`src/sv/etfp_pkg.sv`:
```
`default_nettype none
// ----------------------------------------------------------------------------
// Telemetry frame parser package
// Shared constants, codes and types for the telemetry frame parser.
// ----------------------------------------------------------------------------
package etfp_pkg;

    localparam int FRAME_BYTES_MAX_DEF = 32;

    localparam int BYTE_W     = 8;
    localparam int TIMEOUT_W  = 16;
    localparam int KIND_W     = 2;
    localparam int SPEED_W    = 26;
    localparam int VOLT_W     = 17;
    localparam int CENTI_W    = 16;
    localparam int DIVISOR_W  = 16;
    localparam int LEN_W      = 7;
    localparam int CFG_IDX_W  = 1;
    localparam int CFG_DATA_W = 16;

    localparam logic [BYTE_W-1:0]    HDR_SHORT   = 8'h9B;
    localparam logic [BYTE_W-1:0]    HDR_LONG    = 8'hB9;
    localparam logic [SPEED_W-1:0]   SPEED_NUM   = 26'd60000000;
    localparam logic [DIVISOR_W-1:0] VOLT_DIV    = 16'd89;
    localparam logic [6:0]           VOLT_MUL    = 7'd100;
    localparam logic [TIMEOUT_W-1:0] TIMEOUT_RST = 16'd150;

    localparam logic [LEN_W-1:0] LEN_OLD   = 7'd9;
    localparam logic [LEN_W-1:0] LEN_SHORT = 7'd18;
    localparam logic [LEN_W-1:0] LEN_LONG  = 7'd32;

    localparam logic [KIND_W-1:0] KIND_OLD     = 2'd0;
    localparam logic [KIND_W-1:0] KIND_SHORT   = 2'd1;
    localparam logic [KIND_W-1:0] KIND_LONG    = 2'd2;
    localparam logic [KIND_W-1:0] KIND_TIMEOUT = 2'd3;

    localparam logic [CFG_IDX_W-1:0] CFG_PROTOCOL_MODE = 1'b0;
    localparam logic [CFG_IDX_W-1:0] CFG_TIMEOUT_MS    = 1'b1;

    typedef struct packed {
        logic [KIND_W-1:0]  kind;
        logic [SPEED_W-1:0] speed;
        logic [VOLT_W-1:0]  volt;
        logic [CENTI_W-1:0] cur;
        logic [CENTI_W-1:0] temp1;
        logic [CENTI_W-1:0] temp2;
    } t_result;

    typedef struct packed {
        logic                 start;
        logic [SPEED_W-1:0]   dividend;
        logic [DIVISOR_W-1:0] divisor;
    } t_div_req;

    typedef struct packed {
        logic               busy;
        logic               done;
        logic [SPEED_W-1:0] quotient;
    } t_div_rsp;

endpackage
`default_nettype wire

```
`src/sv/etfp_if.sv`:
```
`default_nettype none
// ----------------------------------------------------------------------------
// Telemetry frame parser channels
// Valid/ready channels for input items and result items.
// ----------------------------------------------------------------------------
interface etfp_in_if;
    logic                        valid;
    logic                        ready;
    logic                        req_type;
    logic [etfp_pkg::BYTE_W-1:0] byte_value;

    modport source (output valid, output req_type, output byte_value, input ready);
    modport sink (input valid, input req_type, input byte_value, output ready);
endinterface

interface etfp_out_if;
    logic                         valid;
    logic                         ready;
    logic [etfp_pkg::KIND_W-1:0]  frame_kind;
    logic [etfp_pkg::SPEED_W-1:0] speed_rpm;
    logic [etfp_pkg::VOLT_W-1:0]  voltage_centi;
    logic [etfp_pkg::CENTI_W-1:0] current_centi;
    logic [etfp_pkg::CENTI_W-1:0] temp_first_centi;
    logic [etfp_pkg::CENTI_W-1:0] temp_second_centi;

    modport source (output valid, output frame_kind, output speed_rpm, output voltage_centi,
                    output current_centi, output temp_first_centi,
                    output temp_second_centi, input ready);
    modport sink (input valid, input frame_kind, input speed_rpm, input voltage_centi,
                  input current_centi, input temp_first_centi,
                  input temp_second_centi, output ready);
endinterface
`default_nettype wire

```
`src/sv/etfp_div.sv`:
```
`default_nettype none
// ----------------------------------------------------------------------------
// Serial divider
// Restoring division producing one quotient bit per cycle.
// ----------------------------------------------------------------------------
module etfp_div (
    input  wire                i_clk,
    input  wire                i_rst_n,
    input  etfp_pkg::t_div_req i_req,
    output etfp_pkg::t_div_rsp o_rsp
);

    localparam int Q_W   = etfp_pkg::SPEED_W;
    localparam int D_W   = etfp_pkg::DIVISOR_W;
    localparam int CNT_W = $clog2(Q_W);
    localparam logic [CNT_W-1:0] LAST = CNT_W'(Q_W - 1);

    logic             r_busy;
    logic [CNT_W-1:0] r_cnt;
    logic [D_W-1:0]   r_rem;
    logic [Q_W-1:0]   r_quo;
    logic [D_W-1:0]   r_div;

    logic [D_W:0]   trial;
    logic [D_W:0]   diff;
    logic           qbit;
    logic [D_W-1:0] n_rem;

    always_comb begin
        trial = {r_rem, r_quo[Q_W-1]};
        diff  = trial - {1'b0, r_div};
        qbit  = (trial >= {1'b0, r_div});
        n_rem = qbit ? diff[D_W-1:0] : trial[D_W-1:0];
    end

    always_ff @(posedge i_clk) begin
        if (!i_rst_n) begin
            r_busy <= 1'b0;
            r_cnt  <= '0;
        end else if (i_req.start) begin
            r_busy <= 1'b1;
            r_cnt  <= '0;
        end else if (r_busy) begin
            r_cnt <= r_cnt + 1'b1;
            if (r_cnt == LAST) begin
                r_busy <= 1'b0;
            end
        end
    end

    always_ff @(posedge i_clk) begin
        if (i_req.start) begin
            r_rem <= '0;
            r_quo <= i_req.dividend;
            r_div <= i_req.divisor;
        end else if (r_busy) begin
            r_rem <= n_rem;
            r_quo <= {r_quo[Q_W-2:0], qbit};
        end
    end

    assign o_rsp.busy     = r_busy;
    assign o_rsp.done     = r_busy && (r_cnt == LAST);
    assign o_rsp.quotient = {r_quo[Q_W-2:0], qbit};

endmodule
`default_nettype wire

```
`src/sv/esc_telemetry_frame_parser.sv`:
```
`default_nettype none
// ----------------------------------------------------------------------------
// Telemetry frame parser
// Hunts for frame headers in a serial byte stream, collects and validates
// frames, and reports speed, voltage, current, temperatures and timeouts.
// ----------------------------------------------------------------------------
// Items that give no result are taken one per cycle; a result waiting for the
// output holds off the input. A tick timeout, a long frame or a zero-period old
// frame is registered as a result and then moved to the output register. Other
// old frames and short frames first pass through the serial divider, and no item
// is taken until their result has gone to the output register. Reset is synchronous;
// it clears the parser, timer and output and restores old format with a 150 ms timeout.
module esc_telemetry_frame_parser #(
    parameter int FRAME_BYTES_MAX = etfp_pkg::FRAME_BYTES_MAX_DEF
) (
    input  wire                                i_clk,
    input  wire                                i_rst_n,
    etfp_in_if.sink                            i_in,
    etfp_out_if.source                         o_res,
    input  wire                                i_cfg_we,
    input  wire [etfp_pkg::CFG_IDX_W-1:0]      i_cfg_idx,
    input  wire [etfp_pkg::CFG_DATA_W-1:0]     i_cfg_data
);

    localparam int   CNT_W   = $clog2(FRAME_BYTES_MAX + 1);
    localparam int   WIN_W   = 10 * etfp_pkg::BYTE_W;
    localparam logic LONG_OK = (FRAME_BYTES_MAX >= 32);

    localparam logic [1:0] PH_HUNT  = 2'd0;
    localparam logic [1:0] PH_OLD   = 2'd1;
    localparam logic [1:0] PH_SHORT = 2'd2;
    localparam logic [1:0] PH_LONG  = 2'd3;

    localparam logic [1:0] ST_IDLE = 2'd0;
    localparam logic [1:0] ST_DIV  = 2'd1;
    localparam logic [1:0] ST_EMIT = 2'd2;

    logic [1:0]                         r_state, n_state;
    logic [1:0]                         r_phase, n_phase;
    logic [CNT_W-1:0]                   r_count, n_count;
    logic [etfp_pkg::BYTE_W-1:0]        r_first, n_first;
    logic                               r_ok, n_ok;
    logic [WIN_W-1:0]                   r_win, n_win;
    logic                               r_active, n_active;
    logic [etfp_pkg::TIMEOUT_W-1:0]     r_ms, n_ms;
    logic                               r_mode, n_mode;
    logic [etfp_pkg::TIMEOUT_W-1:0]     r_timeout, n_timeout;
    etfp_pkg::t_result                  r_res, n_res;
    etfp_pkg::t_result                  r_out, n_out;
    logic                               r_out_valid, n_out_valid;

    etfp_pkg::t_div_req                 div_req;
    etfp_pkg::t_div_rsp                 div_rsp;

    logic                               in_fire;
    logic [WIN_W+etfp_pkg::BYTE_W-1:0]  window;
    logic [etfp_pkg::TIMEOUT_W-1:0]     ms_inc;
    logic [CNT_W-1:0]                   count_inc;
    logic [etfp_pkg::LEN_W-1:0]         frame_len;
    logic                               ok_now;
    logic [22:0]                        volt_x100;

    etfp_div u_div (
        .i_clk   (i_clk),
        .i_rst_n (i_rst_n),
        .i_req   (div_req),
        .o_rsp   (div_rsp)
    );

    assign i_in.ready = (r_state == ST_IDLE);
    assign in_fire    = i_in.valid && i_in.ready;
    assign window     = {r_win, i_in.byte_value};
    assign ms_inc     = (r_ms != '1) ? r_ms + 1'b1 : r_ms;
    assign count_inc  = r_count + 1'b1;
    assign volt_x100  = {7'd0, window[63:48]} * {16'd0, etfp_pkg::VOLT_MUL};
    assign ok_now     = r_ok && !(((r_count == CNT_W'(3)) || (r_count == CNT_W'(5)))
                                  && (i_in.byte_value != '0));

    always_comb begin
        case (r_phase)
            PH_OLD:   frame_len = etfp_pkg::LEN_OLD;
            PH_SHORT: frame_len = etfp_pkg::LEN_SHORT;
            PH_LONG:  frame_len = etfp_pkg::LEN_LONG;
            default:  frame_len = '0;
        endcase
    end

    always_comb begin
        n_state     = r_state;
        n_phase     = r_phase;
        n_count     = r_count;
        n_first     = r_first;
        n_ok        = r_ok;
        n_win       = r_win;
        n_active    = r_active;
        n_ms        = r_ms;
        n_mode      = r_mode;
        n_timeout   = r_timeout;
        n_res       = r_res;
        n_out       = r_out;
        n_out_valid = r_out_valid;
        div_req     = '0;

        if (i_cfg_we) begin
            case (i_cfg_idx)
                etfp_pkg::CFG_PROTOCOL_MODE: n_mode = i_cfg_data[0];
                etfp_pkg::CFG_TIMEOUT_MS:    n_timeout = i_cfg_data;
                default: ;
            endcase
        end

        if (o_res.ready) begin
            n_out_valid = 1'b0;
        end

        case (r_state)
            ST_IDLE: begin
                if (in_fire) begin
                    if (i_in.req_type) begin
                        n_ms = ms_inc;
                        if (!r_mode && r_active && (ms_inc > r_timeout)) begin
                            n_active   = 1'b0;
                            n_res      = '0;
                            n_res.kind = etfp_pkg::KIND_TIMEOUT;
                            n_state    = ST_EMIT;
                        end
                    end else if (r_phase == PH_HUNT) begin
                        n_count = '0;
                        n_ok    = 1'b1;
                        if (i_in.byte_value == etfp_pkg::HDR_SHORT) begin
                            n_phase = r_mode ? PH_SHORT : PH_OLD;
                        end else if (r_mode && LONG_OK
                                     && (i_in.byte_value == etfp_pkg::HDR_LONG)) begin
                            n_phase = PH_LONG;
                        end
                    end else begin
                        n_win = window[WIN_W-1:0];
                        n_ok  = ok_now;
                        if (r_count == '0) begin
                            n_first = i_in.byte_value;
                        end
                        if (etfp_pkg::LEN_W'(count_inc) == frame_len) begin
                            n_phase = PH_HUNT;
                            n_count = '0;
                            n_res   = '0;
                            case (r_phase)
                                PH_OLD: begin
                                    if (ok_now) begin
                                        n_active   = 1'b1;
                                        n_ms       = '0;
                                        n_res.kind = etfp_pkg::KIND_OLD;
                                        if (window[15:0] == '0) begin
                                            n_res.speed = etfp_pkg::SPEED_NUM;
                                            n_state     = ST_EMIT;
                                        end else begin
                                            div_req.start    = 1'b1;
                                            div_req.dividend = etfp_pkg::SPEED_NUM;
                                            div_req.divisor  = window[15:0];
                                            n_state          = ST_DIV;
                                        end
                                    end
                                end
                                PH_SHORT: begin
                                    if (r_first != etfp_pkg::HDR_SHORT) begin
                                        n_active         = (window[87:64] != '0);
                                        n_res.kind       = etfp_pkg::KIND_SHORT;
                                        n_res.speed      = {2'd0, window[87:64]};
                                        n_res.cur        = window[47:32];
                                        n_res.temp1      = window[31:16];
                                        n_res.temp2      = window[15:0];
                                        div_req.start    = 1'b1;
                                        div_req.dividend = {3'd0, volt_x100};
                                        div_req.divisor  = etfp_pkg::VOLT_DIV;
                                        n_state          = ST_DIV;
                                    end
                                end
                                PH_LONG: begin
                                    if (r_first == etfp_pkg::HDR_SHORT) begin
                                        n_active    = (window[87:64] != '0);
                                        n_res.kind  = etfp_pkg::KIND_LONG;
                                        n_res.speed = {2'd0, window[87:64]};
                                        n_res.volt  = {1'b0, window[63:48]};
                                        n_res.cur   = window[47:32];
                                        n_res.temp1 = window[31:16];
                                        n_res.temp2 = window[15:0];
                                        n_state     = ST_EMIT;
                                    end
                                end
                                default: ;
                            endcase
                        end else begin
                            n_count = count_inc;
                        end
                    end
                end
            end
            ST_DIV: begin
                if (div_rsp.done) begin
                    if (r_res.kind == etfp_pkg::KIND_OLD) begin
                        n_res.speed = div_rsp.quotient;
                    end else begin
                        n_res.volt = div_rsp.quotient[etfp_pkg::VOLT_W-1:0];
                    end
                    n_state = ST_EMIT;
                end
            end
            ST_EMIT: begin
                if (!r_out_valid || o_res.ready) begin
                    n_out       = r_res;
                    n_out_valid = 1'b1;
                    n_state     = ST_IDLE;
                end
            end
            default: n_state = ST_IDLE;
        endcase
    end

    always_ff @(posedge i_clk) begin
        if (!i_rst_n) begin
            r_state     <= ST_IDLE;
            r_phase     <= PH_HUNT;
            r_count     <= '0;
            r_ok        <= 1'b1;
            r_active    <= 1'b0;
            r_ms        <= '0;
            r_mode      <= 1'b0;
            r_timeout   <= etfp_pkg::TIMEOUT_RST;
            r_out_valid <= 1'b0;
        end else begin
            r_state     <= n_state;
            r_phase     <= n_phase;
            r_count     <= n_count;
            r_ok        <= n_ok;
            r_active    <= n_active;
            r_ms        <= n_ms;
            r_mode      <= n_mode;
            r_timeout   <= n_timeout;
            r_out_valid <= n_out_valid;
        end
    end

    always_ff @(posedge i_clk) begin
        r_first <= n_first;
        r_win   <= n_win;
        r_res   <= n_res;
        r_out   <= n_out;
    end

    assign o_res.valid             = r_out_valid;
    assign o_res.frame_kind        = r_out.kind;
    assign o_res.speed_rpm         = r_out.speed;
    assign o_res.voltage_centi     = r_out.volt;
    assign o_res.current_centi     = r_out.cur;
    assign o_res.temp_first_centi  = r_out.temp1;
    assign o_res.temp_second_centi = r_out.temp2;

    a_done_in_div: assert property (@(posedge i_clk) disable iff (!i_rst_n)
        div_rsp.done |-> (r_state == ST_DIV))
        else $error("divider finished outside the divide state");

    a_div_busy: assert property (@(posedge i_clk) disable iff (!i_rst_n)
        (r_state == ST_DIV) |-> div_rsp.busy)
        else $error("waiting on an idle divider");

    a_tick_no_div: assert property (@(posedge i_clk) disable iff (!i_rst_n)
        (in_fire && i_in.req_type) |=> (r_state != ST_DIV))
        else $error("tick transfer started a division");

    a_old_speed: assert property (@(posedge i_clk) disable iff (!i_rst_n)
        (o_res.valid && (o_res.frame_kind == etfp_pkg::KIND_OLD)) |-> (o_res.speed_rpm != '0))
        else $error("old frame reported zero speed");

endmodule
`default_nettype wire
```
`src/flat_wrapper.sv`:
```
// flat-port wrapper written by rule: the top's interface ports become plain ports
module esc_telemetry_frame_parser_flat 
#(
    parameter int FRAME_BYTES_MAX = etfp_pkg::FRAME_BYTES_MAX_DEF
)
  (i_clk, i_rst_n, i_cfg_we, i_cfg_idx, i_cfg_data, i_in_valid, i_in_req_type, i_in_byte_value, i_in_ready, o_res_valid, o_res_frame_kind, o_res_speed_rpm, o_res_voltage_centi, o_res_current_centi, o_res_temp_first_centi, o_res_temp_second_centi, o_res_ready);
  etfp_in_if i_in_i ();
  etfp_out_if o_res_i ();
  input  wire i_clk;
  input  wire i_rst_n;
  input  wire i_cfg_we;
  input  wire [etfp_pkg::CFG_IDX_W-1:0] i_cfg_idx;
  input  wire [etfp_pkg::CFG_DATA_W-1:0] i_cfg_data;
  input wire logic [$bits(i_in_i.valid)-1:0] i_in_valid;
  input wire logic [$bits(i_in_i.req_type)-1:0] i_in_req_type;
  input wire logic [$bits(i_in_i.byte_value)-1:0] i_in_byte_value;
  output wire logic [$bits(i_in_i.ready)-1:0] i_in_ready;
  output wire logic [$bits(o_res_i.valid)-1:0] o_res_valid;
  output wire logic [$bits(o_res_i.frame_kind)-1:0] o_res_frame_kind;
  output wire logic [$bits(o_res_i.speed_rpm)-1:0] o_res_speed_rpm;
  output wire logic [$bits(o_res_i.voltage_centi)-1:0] o_res_voltage_centi;
  output wire logic [$bits(o_res_i.current_centi)-1:0] o_res_current_centi;
  output wire logic [$bits(o_res_i.temp_first_centi)-1:0] o_res_temp_first_centi;
  output wire logic [$bits(o_res_i.temp_second_centi)-1:0] o_res_temp_second_centi;
  input wire logic [$bits(o_res_i.ready)-1:0] o_res_ready;
  assign i_in_i.valid = i_in_valid;
  assign i_in_i.req_type = i_in_req_type;
  assign i_in_i.byte_value = i_in_byte_value;
  assign i_in_ready = i_in_i.ready;
  assign o_res_valid = o_res_i.valid;
  assign o_res_frame_kind = o_res_i.frame_kind;
  assign o_res_speed_rpm = o_res_i.speed_rpm;
  assign o_res_voltage_centi = o_res_i.voltage_centi;
  assign o_res_current_centi = o_res_i.current_centi;
  assign o_res_temp_first_centi = o_res_i.temp_first_centi;
  assign o_res_temp_second_centi = o_res_i.temp_second_centi;
  assign o_res_i.ready = o_res_ready;
  esc_telemetry_frame_parser #(.FRAME_BYTES_MAX(FRAME_BYTES_MAX)) u_core (.i_clk(i_clk), .i_rst_n(i_rst_n), .i_in(i_in_i), .o_res(o_res_i), .i_cfg_we(i_cfg_we), .i_cfg_idx(i_cfg_idx), .i_cfg_data(i_cfg_data));
endmodule
```
`config.mk`:
```
export PLATFORM = sky130hd
export DESIGN_NAME = esc_telemetry_frame_parser_flat
export DESIGN_NICKNAME = d
export VERILOG_FILES = /design/src/sv/etfp_pkg.sv /design/src/sv/etfp_if.sv /design/src/sv/etfp_div.sv /design/src/sv/esc_telemetry_frame_parser.sv /design/src/flat_wrapper.sv
export SDC_FILE = /design/constraint.sdc
export NUM_CORES = 1
export LEC_CHECK = 0
export BUFFER_PORTS_ARGS = -buffer_cell sky130_fd_sc_hd__buf_2
export CAP_MARGIN = 40
export CELL_PAD_IN_SITES_DETAIL_PLACEMENT = 0
export CELL_PAD_IN_SITES_GLOBAL_PLACEMENT = 1
export CORE_MARGIN = 2
export CORE_UTILIZATION = 50
export DETAILED_ROUTE_END_ITERATION = 16
export GPL_TIMING_DRIVEN = 0
export PLACE_DENSITY_LB_ADDON = 0.1
export SYNTH_ARGS = -nofsm -noshare
export SYNTH_HDL_FRONTEND = slang
export SYNTH_HIERARCHICAL = 1
export SYNTH_SLANG_ARGS = --single-unit
```
`constraint.sdc`:
```
create_clock -name i_clk -period 6.74 [get_ports i_clk]
set_clock_uncertainty 0.15 [all_clocks]
set_input_delay 1.011 -clock i_clk [delete_from_list [all_inputs] [get_ports i_clk]]
set_output_delay 1.011 -clock i_clk [all_outputs]
set_load 0.05 [all_outputs]
```
==> summary.md <==
| Metric | Value |
|---|---|
| Crit-path max cell delay | 640 ps |
| Routed len/inst | 19.6 µm |
| Initial Util | 51.0% |
| Core area | 0.0347 mm² |
| Initial antenna violation count | 0 |
| Total track usage | 22.4% |
| Worst slack, placed | 1440 ps |
| Post-Route Utilization | 58.9% |
| Die footprint | 0.0370 mm² |
| Maximum vdd drop | 246 µV |
| CP max FO | 26 |
| Mapped Cells | 1,387 |
| Largest net degree at the start of global routing | 62 |
| Crit-path cells | inv_1 -> ha_1 -> or3b_1 -> a21oi_1 -> o22ai_1 -> nor3_2 -> nand3_1 -> buf_2 -> a21oi_2 -> clkbuf_1 -> clkbuf_1 -> or2_2 |
| Leak pwr | 7.54 nW |
| Nets | 1,703 |
| CP most frequent cell | clkbuf_1 |
| Clock Tree Root | clkbuf_16 |
| # Max-Cap Violations | 0 |
| CTS tree | built |
| Filler instances | 2,914 |
| Footprint of the multi-input gates | 0.00610 mm² |
| Post-Syn Area | 0.0177 mm² |
| Layout cells sized above 1 | 18.0% |
| Hold crit path type | reg2reg |
| IO Port Bufs | 125 |
| Remaining DRCs | 0 |
| PostCTS Resize Cnt | 0 |
| Setup TNS | 0 ps |
| CTS buffer count | 40 |
| Worst skew pair latency | 530 ps |
| Slew headroom | 50.2% |
| Final wirelength | 40,300 µm |
| Hold buffers post-CTS | 0 |
| Slowest CP cell | or2_2 |
| Syn Area/Cell | 12.8 µm² |
| Worst slew pin tran | 744 ps |
| Setup Buffers After CTS | 0 |
| First-pass GRT wire length | 63,000 µm |
| Worst path required time | 6740 ps |
| Register Area | 0.0109 mm² |
| Power per standard cell area | 239 mW/mm² |
| Crit end category | register |
| CTS clk-pin slew, worst paths | 60 ps |
| ANT nets after route | 0 |
| Grt ovf | 0 |
| Setup violators final | 0 |
| Clock H-tree levels | 2 |
| Critical Path Start Type | register |
| Final hold viol count | 0 |
| Site Rows | 68 |
| Vias | 11.3k |
| Area delta synth->final | 15.4% |
| Total Power | 4.88 mW |
| Die height | 192 µm |
| Setup CP Type | reg2reg |
| Initial DRC count | 864 |
| Worst EP arrival | 5070 ps |
| TritonRoute pass-1 iters | 5 |
| RSZ-0062 raised after global routing | false |
| Status | finished clean |
| Clock sinks | 384 |
| Die width | 192 µm |
| Fmax | 198 MHz |
| Vias in the first global route | 11.1k |
| Post-route setup slack | 1680 ps |
| Fin area | 0.0205 mm² |
| Period minus WS final | 5060 ps |
| DR vias/cell | 5.52 |
| Crit share post-route | 75.1% |
| Max clock buf depth | 3 |
| RePlAce Congestion | 0.869 |
| Yosys warnings | 6 |
| Fin. max-slew vios | 0 |
| Dpl hpwl | 29,600 µm |
| # IOs | 126 |
| DP Area | 0.0191 mm² |
==> path summary, 6_finish.rpt <==
| kind | start | endpoint | slack, ps | cells after the start |
|---|---|---|---|---|
| max | u_core/r_count[0] | u_core/u_div/r_quo[17] | 1680 | 12 |
| max reg2reg | u_core/r_count[0] | u_core/u_div/r_quo[17] | 1680 | 12 |
| min reg2reg | u_core/r_res[86] | u_core/o_res.speed_rpm[21] | 260 | 0 |
| min | u_core/r_res[86] | u_core/o_res.speed_rpm[21] | 260 | 0 |
==> metal layers <==
layer	up-vias	wire length, µm	global-route usage (%)	part of all wire [%]
met4	0	896	6.02	2.2
met3	53	2870	4.75	7.1
li1	5433	-	-	-
met1	5489	19100	32.9	47
met2	349	17500	33.7	43
met5	-	0	0	0
==> placed cells by master, fill, tap and decap left out, drive strengths merged, types with 7 or more instances in the layout <==
master / n
a21oi: 44
a311oi: 7
ha: 95
and2: 74
and3: 17
a22o: 30
a221o: 8
nand2: 85
o211ai: 12
nor3: 11
clkinvlp: 7
dfxtp: 68
o21ai: 51
nand4: 17
fa: 12
a21boi: 16
nand3: 28
a211oi: 15
mux2i: 8
inv: 101
o21a: 7
nor4: 10
xor2: 22
clkbuf: 85
a21o: 15
a31oi: 11
clkinv: 14
nand2b: 9
mux2: 29
buf: 173
edfxtp: 316
nor2: 73
nor2b: 20
xnor2: 22
==> critical path: cells and delay by family, from the launching register on <==
family          cells  cell delay (ps)
fa+ha+maj           1              390
compound gates      3              820
buf+inv             4             1340
flops               1              400
simple gates        4             1580
==> registers in the layout, summed over array words and instances, names as in the netlist, 16 cells and up <==
register / flops
u_core/r_res: 93
u_core/r_win: 80
u_core/o_res.speed_rpm: 26
u_core/u_div/r_quo: 26
u_core/o_res.voltage_centi: 17
u_core/o_res.current_centi: 16
u_core/o_res.temp_first_centi: 16
u_core/o_res.temp_second_centi: 16
u_core/r_ms: 16
u_core/r_timeout: 16
u_core/u_div/r_div: 16
u_core/u_div/r_rem: 16
==> cell type report <==
| cell class | count | share of cell area, % |
|---|---|---|
| Sequential cell | 384 | 53.0 |
| Multi-Input combinational cell | 828 | 29.8 |
| Clock buffer | 46 | 5.11 |
| Timing Repair Buffer | 135 | 3.90 |
| Tap cell | 455 | 2.78 |
| Buffer | 77 | 2.08 |
| Inverter | 99 | 1.85 |
| Clock inverter | 28 | 1.40 |
| Antenna cell | 1 | 0.0122 |
==> stage by stage <==
step	hold slack (ps)	std cells
2_1_floorplan	250	1388
5_1_grt	272	2052
6_report	262	2053
3_5_place_dp	255	1978
3_3_place_gp	252	1968
4_1_cts	261	2052
==> where the power goes <==
| group | internal [mW] | switching, mW |
|---|---|---|
| sequential | 2.56 | 0.00723 |
| combinational | 0.0307 | 0.0649 |
| clock | 1.31 | 0.907 |
| total | 3.90 | 0.979 |
(Power assumes the default switching activity.)
